## config.mk

```make
export PLATFORM = sky130hd
export DESIGN_NAME = srq_front
export DESIGN_NICKNAME = d
export VERILOG_FILES = /design/src/hdl/srq_pkg.sv /design/src/hdl/srq_front.sv
export SDC_FILE = /design/constraint.sdc
export NUM_CORES = 1
export LEC_CHECK = 0
export BUFFER_PORTS_ARGS = -buffer_cell sky130_fd_sc_hd__buf_4
export CORE_MARGIN = 4
export CORE_UTILIZATION = 36
export DETAILED_ROUTE_END_ITERATION = 10
export HOLD_SLACK_MARGIN = 0.1
export SLEW_MARGIN = 15
export SYNTH_ARGS = -nofsm -noshare
export SYNTH_HDL_FRONTEND = slang
export SYNTH_SLANG_ARGS = --single-unit
```

## constraint.sdc

```tcl
create_clock -name clock -period 5.9 [get_ports clock]
set_input_delay 0.885 -clock clock [delete_from_list [all_inputs] [get_ports clock]]
set_output_delay 0.885 -clock clock [all_outputs]
set_load 0.01 [all_outputs]
```

## src/hdl/srq_pkg.sv

```systemverilog
`timescale 1ns / 1ps
// Shared types and constants of the sorted table range query block.
// Depends on nothing; used by every other file of the block except srq_ram.
package srq_pkg;

   localparam int TABLE_DEPTH = 1024;
   localparam int IDX_W       = $clog2(TABLE_DEPTH);
   localparam int CNT_W       = $clog2(TABLE_DEPTH + 1);

   localparam int INDEX_W = 10;
   localparam int POS_W   = 31;
   localparam int OFS_W   = 63;
   localparam int COUNT_W = 11;

   localparam int QUEUE_DEPTH = 2;
   localparam int QPTR_W      = $clog2(QUEUE_DEPTH);
   localparam int QCNT_W      = $clog2(QUEUE_DEPTH + 1);

   localparam logic CMD_LOAD  = 1'b0;
   localparam logic CMD_QUERY = 1'b1;

   localparam logic STATUS_FOUND = 1'b0;
   localparam logic STATUS_EMPTY = 1'b1;

   typedef struct packed {
      logic             command;
      logic [IDX_W-1:0] slot;
      logic [POS_W-1:0] position;
      logic [POS_W-1:0] range_end;
      logic [OFS_W-1:0] offset;
   } item_type;

endpackage

```

## src/hdl/srq_front.sv

```systemverilog
`timescale 1ns / 1ps
// Front end: accepts request items, drops loads aimed past the table and
// queues the rest in a short in-order queue. Depends on srq_pkg.
module srq_front (
   input  logic                      clock,
   input  logic                      reset,
   input  logic                      req_push,
   output logic                      req_full,
   input  logic                      req_command,
   input  logic [srq_pkg::INDEX_W-1:0] req_entry_index,
   input  logic [srq_pkg::POS_W-1:0] req_position,
   input  logic [srq_pkg::POS_W-1:0] req_range_end,
   input  logic [srq_pkg::OFS_W-1:0] req_entry_offset,
   output logic                      item_valid,
   output srq_pkg::item_type         item,
   input  logic                      item_take
);
   import srq_pkg::*;

   item_type            slot_ff [QUEUE_DEPTH];
   logic [QPTR_W-1:0]   wr_ptr_ff, wr_ptr_in;
   logic [QPTR_W-1:0]   rd_ptr_ff, rd_ptr_in;
   logic [QCNT_W-1:0]   count_ff, count_in;
   logic                accept;
   logic                in_range;
   logic                enqueue;
   logic                dequeue;
   item_type            new_item;

   assign req_full   = (count_ff == QCNT_W'(QUEUE_DEPTH));
   assign accept     = req_push && !req_full;
   assign in_range   = (32'(req_entry_index) < 32'(TABLE_DEPTH));
   // A load to a slot beyond the table has no effect, so it never enters the queue.
   assign enqueue    = accept && ((req_command == CMD_QUERY) || in_range);
   assign item_valid = (count_ff != '0);
   assign dequeue    = item_valid && item_take;
   assign item       = slot_ff[rd_ptr_ff];

   always_comb begin
      new_item.command   = req_command;
      new_item.slot      = IDX_W'(req_entry_index);
      new_item.position  = req_position;
      new_item.range_end = req_range_end;
      new_item.offset    = req_entry_offset;
   end

   always_comb begin
      wr_ptr_in = wr_ptr_ff;
      rd_ptr_in = rd_ptr_ff;
      count_in  = count_ff;
      if (enqueue) begin
         wr_ptr_in = (32'(wr_ptr_ff) == QUEUE_DEPTH - 1) ? '0 : wr_ptr_ff + 1'b1;
      end
      if (dequeue) begin
         rd_ptr_in = (32'(rd_ptr_ff) == QUEUE_DEPTH - 1) ? '0 : rd_ptr_ff + 1'b1;
      end
      if (enqueue && !dequeue) begin
         count_in = count_ff + 1'b1;
      end else if (dequeue && !enqueue) begin
         count_in = count_ff - 1'b1;
      end
   end

   always_ff @(posedge clock) begin
      if (reset) begin
         wr_ptr_ff <= '0;
         rd_ptr_ff <= '0;
         count_ff  <= '0;
      end else begin
         wr_ptr_ff <= wr_ptr_in;
         rd_ptr_ff <= rd_ptr_in;
         count_ff  <= count_in;
      end
   end

   always_ff @(posedge clock) begin
      if (enqueue) begin
         slot_ff[wr_ptr_ff] <= new_item;
      end
   end

endmodule

```

==> impl_metrics.ini, run 1 <==
[status]
status = completed

[floorplanning]
die_w_um = 176
coreArea_mm2 = 0.0279
die_area_mm2 = 0.0310
fp-row-count = 61
boundaryPins = 278
fp.dieH_um = 176
start_util_pct = 36.5

[sta]
worst_clock_skew_ns = 0.0206
hold_viol = 0
maxSlewHeadroom_pct = 32.8
slew_violations = 0
period_minus_slack_ns = 3.29
setup_ws_ns = 2.61
tns_ns = 0
setup_violations = 0
period_share_pct = 55.8
grt_setup_unrepaired = false
fmax_mhz = 304
worst_pin_slew_ns = 1.01

[critical_path]
crit_cells = 3
cp_max_fo = 100
worstSetupEndpointType = primary output
cp_top_family = buffers and inverters
cp_slowest_cell = dfxtp_4
crit_path_end = item[131]
r2r_slack_ns = 3.27
rr_startpoint = count_ff[0]
cp_data_required_time_ns = 5.02
r2r-end = slot_ff[0][83]
cp.buffers_inverters = 2
crit_chain = buf_12 -> mux2_2 -> buf_4
cpPeakStageDelay_ns = 0.69
start_kind = flip-flop
worst-setup-path-type = flip-flop to primary output
arrival_ns = 2.41
reg2reg_depth = 4

[detailed_routing]
dr.pass1.iters = 4
wl_per_cell_um = 17.8
drt-initial-drc-count = 206
drtAntennaViolNets = 0
vias = 5111
drc_errors = 0
wl_mm = 20.4
vias_per_cell = 4.46

[clocking]
numCtsBuffers = 29
cts_tree = yes
cts_buffer_depth = 3
htree_num_levels = 1
cts_setup_buffers = 0
clk_latency_ns = 0.54
cts_resized = 0
path_clk_slew_ns = 0.06
cts_root_buf = clkbuf_16
hold_buffers = 0
clock-sinks = 277

[power_and_ir_drop]
power.total_mw = 5.90
p_per_area_mw_per_mm2 = 432
p_leak_nw = 5.10
ir_drop_mv = 0.360

[global_route]
overflow = 0
grtUsageTotal_pct = 12.4
grt_pass1_wl_mm = 30.6
grt_max_degree = 103
grt_pass1_vias = 5600
antenna_found_initial = 0

[cells_and_area]
final_common_cell = buf_4
diodes = 0
final_cell_mix = buf_4 (278), edfxtp_1 (272), mux2_2 (96)
multi_input_area_mm2 = 0.00179
area_growth_pct = 34.0
nets = 885
layout-drive-gt1-share_pct = 60.1
fill_cells = 2300
seq_area_mm2 = 0.00827
final_util_pct = 49.0
stdcell_count = 1145

[place]
place_congestion = 0.724
hpwl_mm = 13.6
preCtsSetupSlack_ns = 2.70
dp.cells = 1091
port_buffers = 277

[flow_run]
maxCapViolCount = 0

[yosys]
synth_seq_cells = 277
syn_avg_cell_area_um2 = 22.7
synth.distinct_cells = 16
synth_cells = 448
netlist_area_mm2 = 0.0102
synth_fp_nets = 589
yosys_warnings = 0
seq_area_frac_synth_pct = 81.2

[worst_hold_path]
hold_class = flip-flop to flip-flop
-- sequential cells by signal, summed over array words and instances, names as in the netlist, named ones only --
register   flops
slot_ff      272
count_ff       2
rd_ptr_ff      1
wr_ptr_ff      1
-- Yosys cell counts --
master	count	area share, %
a21oi_1	2	0.098
and2_1	1	0.061
buf_2	9	0.44
buf_6	6	0.66
dfxtp_1	5	0.98
edfxtp_1	272	80
ha_1	1	0.12
inv_1	2	0.074
mux2_2	96	11
mux2_4	40	5.9
nor2_1	4	0.15
nor2b_1	1	0.061
o21ai_0	3	0.15
or2_2	1	0.061
or3_1	2	0.12
xor2_1	3	0.26
-- through the flow --
stage          area [um^2]  hold WS [ns]
4_1_cts              13600         0.498
5_1_grt              13600         0.499
2_1_floorplan        10200         0.452
6_report             13600         0.508
3_5_place_dp         12700         0.492
3_3_place_gp         12700         0.472
-- how the worst min path moves through the flow --
stage / from / to / slack [ns] / cells past startpoint
6_report: wr_ptr_ff / wr_ptr_ff / 0.51 / 2
5_1_grt: req_entry_offset[21] / slot_ff[0][21] / 0.50 / 1
4_1_cts: req_position[24] / slot_ff[0][118] / 0.50 / 1
3_5_place_dp: wr_ptr_ff / wr_ptr_ff / 0.49 / 2
3_3_place_gp: wr_ptr_ff / wr_ptr_ff / 0.47 / 2
2_1_floorplan: wr_ptr_ff / wr_ptr_ff / 0.45 / 2
-- layer usage --
layer	vias to the layer above	routed length, um	GRT usage (%)
li1	2381	-	-
met1	2497	8010	15.0
met2	198	10100	21.4
met3	35	1870	4.33
met4	0	395	3.15
met5	-	0	0
-- where the power goes --
group / switching, mW / internal [mW] / leakage [nW]
clock network: 0.692 / 1.10 / 0.466
logic: 0.716 / 0.823 / 2.05
registers: 0.0937 / 2.48 / 2.58
total: 1.50 / 4.39 / 5.10
-- worst register-to-register path: stages (launching register included) --
cell	delay [ns]
dfxtp_1	0.43
nor2b_1	0.12
or3_1	0.40
inv_6	0.71
buf_4	0.59
-- cells by family after synthesis --
logic type	synth area share, %
compound gates	0.246
xor+xnor	0.258
fa+ha+maj	0.123
buf+inv	1.18
flops	81.2
mux	16.5
simple gates	0.455
-- cell type report --
class | instances | share of cell area (%)
inverters | 2 | 0.0917
repair buffers | 280 | 15.6
clock buffers | 42 | 6.05
flip-flops and latches | 277 | 60.7
clock inverters | 12 | 0.991
well taps | 378 | 3.47
multi-input cells | 154 | 13.2
(Power assumes the default switching activity.)
==> run 2, diff against run 1 <==
Clock period 5.9 ns to 2.7 ns, I/O delays scaled along.
==> run 2 against run 1 <==
Compared with the run above: combinational power is 140% higher; worst hold slack worse by 0.22 ns; sequential cell count stayed put; die area stayed put; setup slack worse by 2.3 ns; wire length is 11% higher; via count is 12% higher; design area is 10% higher; register-to-register slack worse by 2.4 ns; clock skew is 0.013 ns lower; critical endpoint is now item[68]; highest routed layer unchanged.
==> impl_metrics.ini, run 2 (synthesized netlist as in run 1, its figures left out) <==
[critical_path]
start_kind = flip-flop
worst-setup-path-type = flip-flop to primary output
arrival_ns = 1.95
cp_max_fo = 43
worstSetupEndpointType = primary output
cp_data_required_time_ns = 2.30

[flow_run]
maxCapViolCount = 0

[worst_hold_path]
hold_class = primary input to flip-flop

[place]
place_congestion = 0.724
port_buffers = 277
hpwl_mm = 14.7
dp.cells = 1100

[power_and_ir_drop]
p_leak_nw = 5.69
ir_drop_mv = 0.558
p_per_area_mw_per_mm2 = 855
power.total_mw = 12.9

[sta]
hold_ws_ns = 0.287
fmax_mhz = 425
tns_ns = 0
worst_pin_slew_ns = 0.430
period_share_pct = 87.2
grt_setup_unrepaired = false
setup_violations = 0
slew_violations = 0
worst_clock_skew_ns = 0.00788
hold_viol = 0
period_minus_slack_ns = 2.35
maxSlewHeadroom_pct = 71.3

[cells_and_area]
multi_input_area_mm2 = 0.00181
nets = 1031
fill_cells = 2181
largest_register_ffs = 272
largest-register = slot_ff
final_util_pct = 54.0
final_cell_mix = buf_4 (283), edfxtp_1 (272), dlygate4sd3_1 (137)
seq_area_mm2 = 0.00827
stdcell_count = 1288
top_regs = slot_ff x272, count_ff x2
area_growth_pct = 47.8
final_common_cell = buf_4
layout-drive-gt1-share_pct = 51.7

[floorplanning]
boundaryPins = 278
fp-row-count = 61
die_area_mm2 = 0.0310
coreArea_mm2 = 0.0279
fp.dieH_um = 176
die_w_um = 176
start_util_pct = 36.5

[detailed_routing]
drtAntennaViolNets = 0
dr.pass1.iters = 4
drt-initial-drc-count = 281
vias_per_cell = 4.45
wl_mm = 22.7
wl_per_cell_um = 17.6
drc_errors = 0
vias = 5734

[global_route]
antenna_found_initial = 0
grt_max_degree = 71
grt_pass1_vias = 6522
grt_pass1_wl_mm = 34.3
overflow = 0
grtUsageTotal_pct = 13.8

[clocking]
numCtsBuffers = 29
htree_num_levels = 1
cts_buffer_depth = 3
cts_setup_buffers = 0
path_clk_slew_ns = 0.06
cts_root_buf = clkbuf_16
cts_tree = yes
clk_latency_ns = 0.53
clock-sinks = 277

[status]
status = completed
run 2: final timing paths:
| check | start | end | slack (ns) | cells past startpoint |
|---|---|---|---|---|
| setup / recovery | flip-flop | item[68] | 0.35 | 3 |
| hold / removal | req_push | wr_ptr_ff | 0.29 | 4 |
| setup reg to reg | count_ff[1] | slot_ff[0][106] | 0.87 | 4 |
| hold reg to reg | count_ff[1] | count_ff[1] | 0.51 | 2 |
run 2: per-layer routing:
metal | track usage [%] | wire length, um | vias to the layer above
met5 | 0 | 0 | -
met4 | 4.39 | 760 | 0
met3 | 3.43 | 1400 | 50
met2 | 25.3 | 11700 | 209
met1 | 15.9 | 8790 | 2810
li1 | - | - | 2665
run 2: timing repair:
| item | CTS | global route |
|---|---|---|
| hold buffers | 137 | 0 |
| endpoints found under the hold margin | 277 | 0 |
| gates resized for setup | 0 | 0 |
run 2: stage by stage:
step | setup WS [ns] | area [um^2]
2_1_floorplan | -0.347 | 10200
3_3_place_gp | 0.836 | 12800
3_5_place_dp | 0.812 | 12800
4_1_cts | 0.291 | 15000
5_1_grt | 0.248 | 15000
6_report | 0.345 | 15000
run 2: worst max-delay path: stages, from the launching register on:
cell	delay [ns]
dfxtp_4	0.52
buf_12	0.33
mux2_2	0.38
buf_4	0.14
run 2: layout make-up:
type / instances / share of cell area (%)
sequential: 277 / 55.0
timing repair buffer: 426 / 24.0
multi-input combinational: 154 / 12.0
clock buffer: 43 / 5.51
tap: 378 / 3.14
clock inverter: 7 / 0.200
inverter: 2 / 0.0749
antenna: 1 / 0.0166
run 2: power breakdown:
part | internal (mW) | leakage [nW] | switching [mW]
clock | 2.09 | 0.422 | 1.48
combinational | 2.02 | 2.68 | 1.68
sequential | 5.40 | 2.58 | 0.175
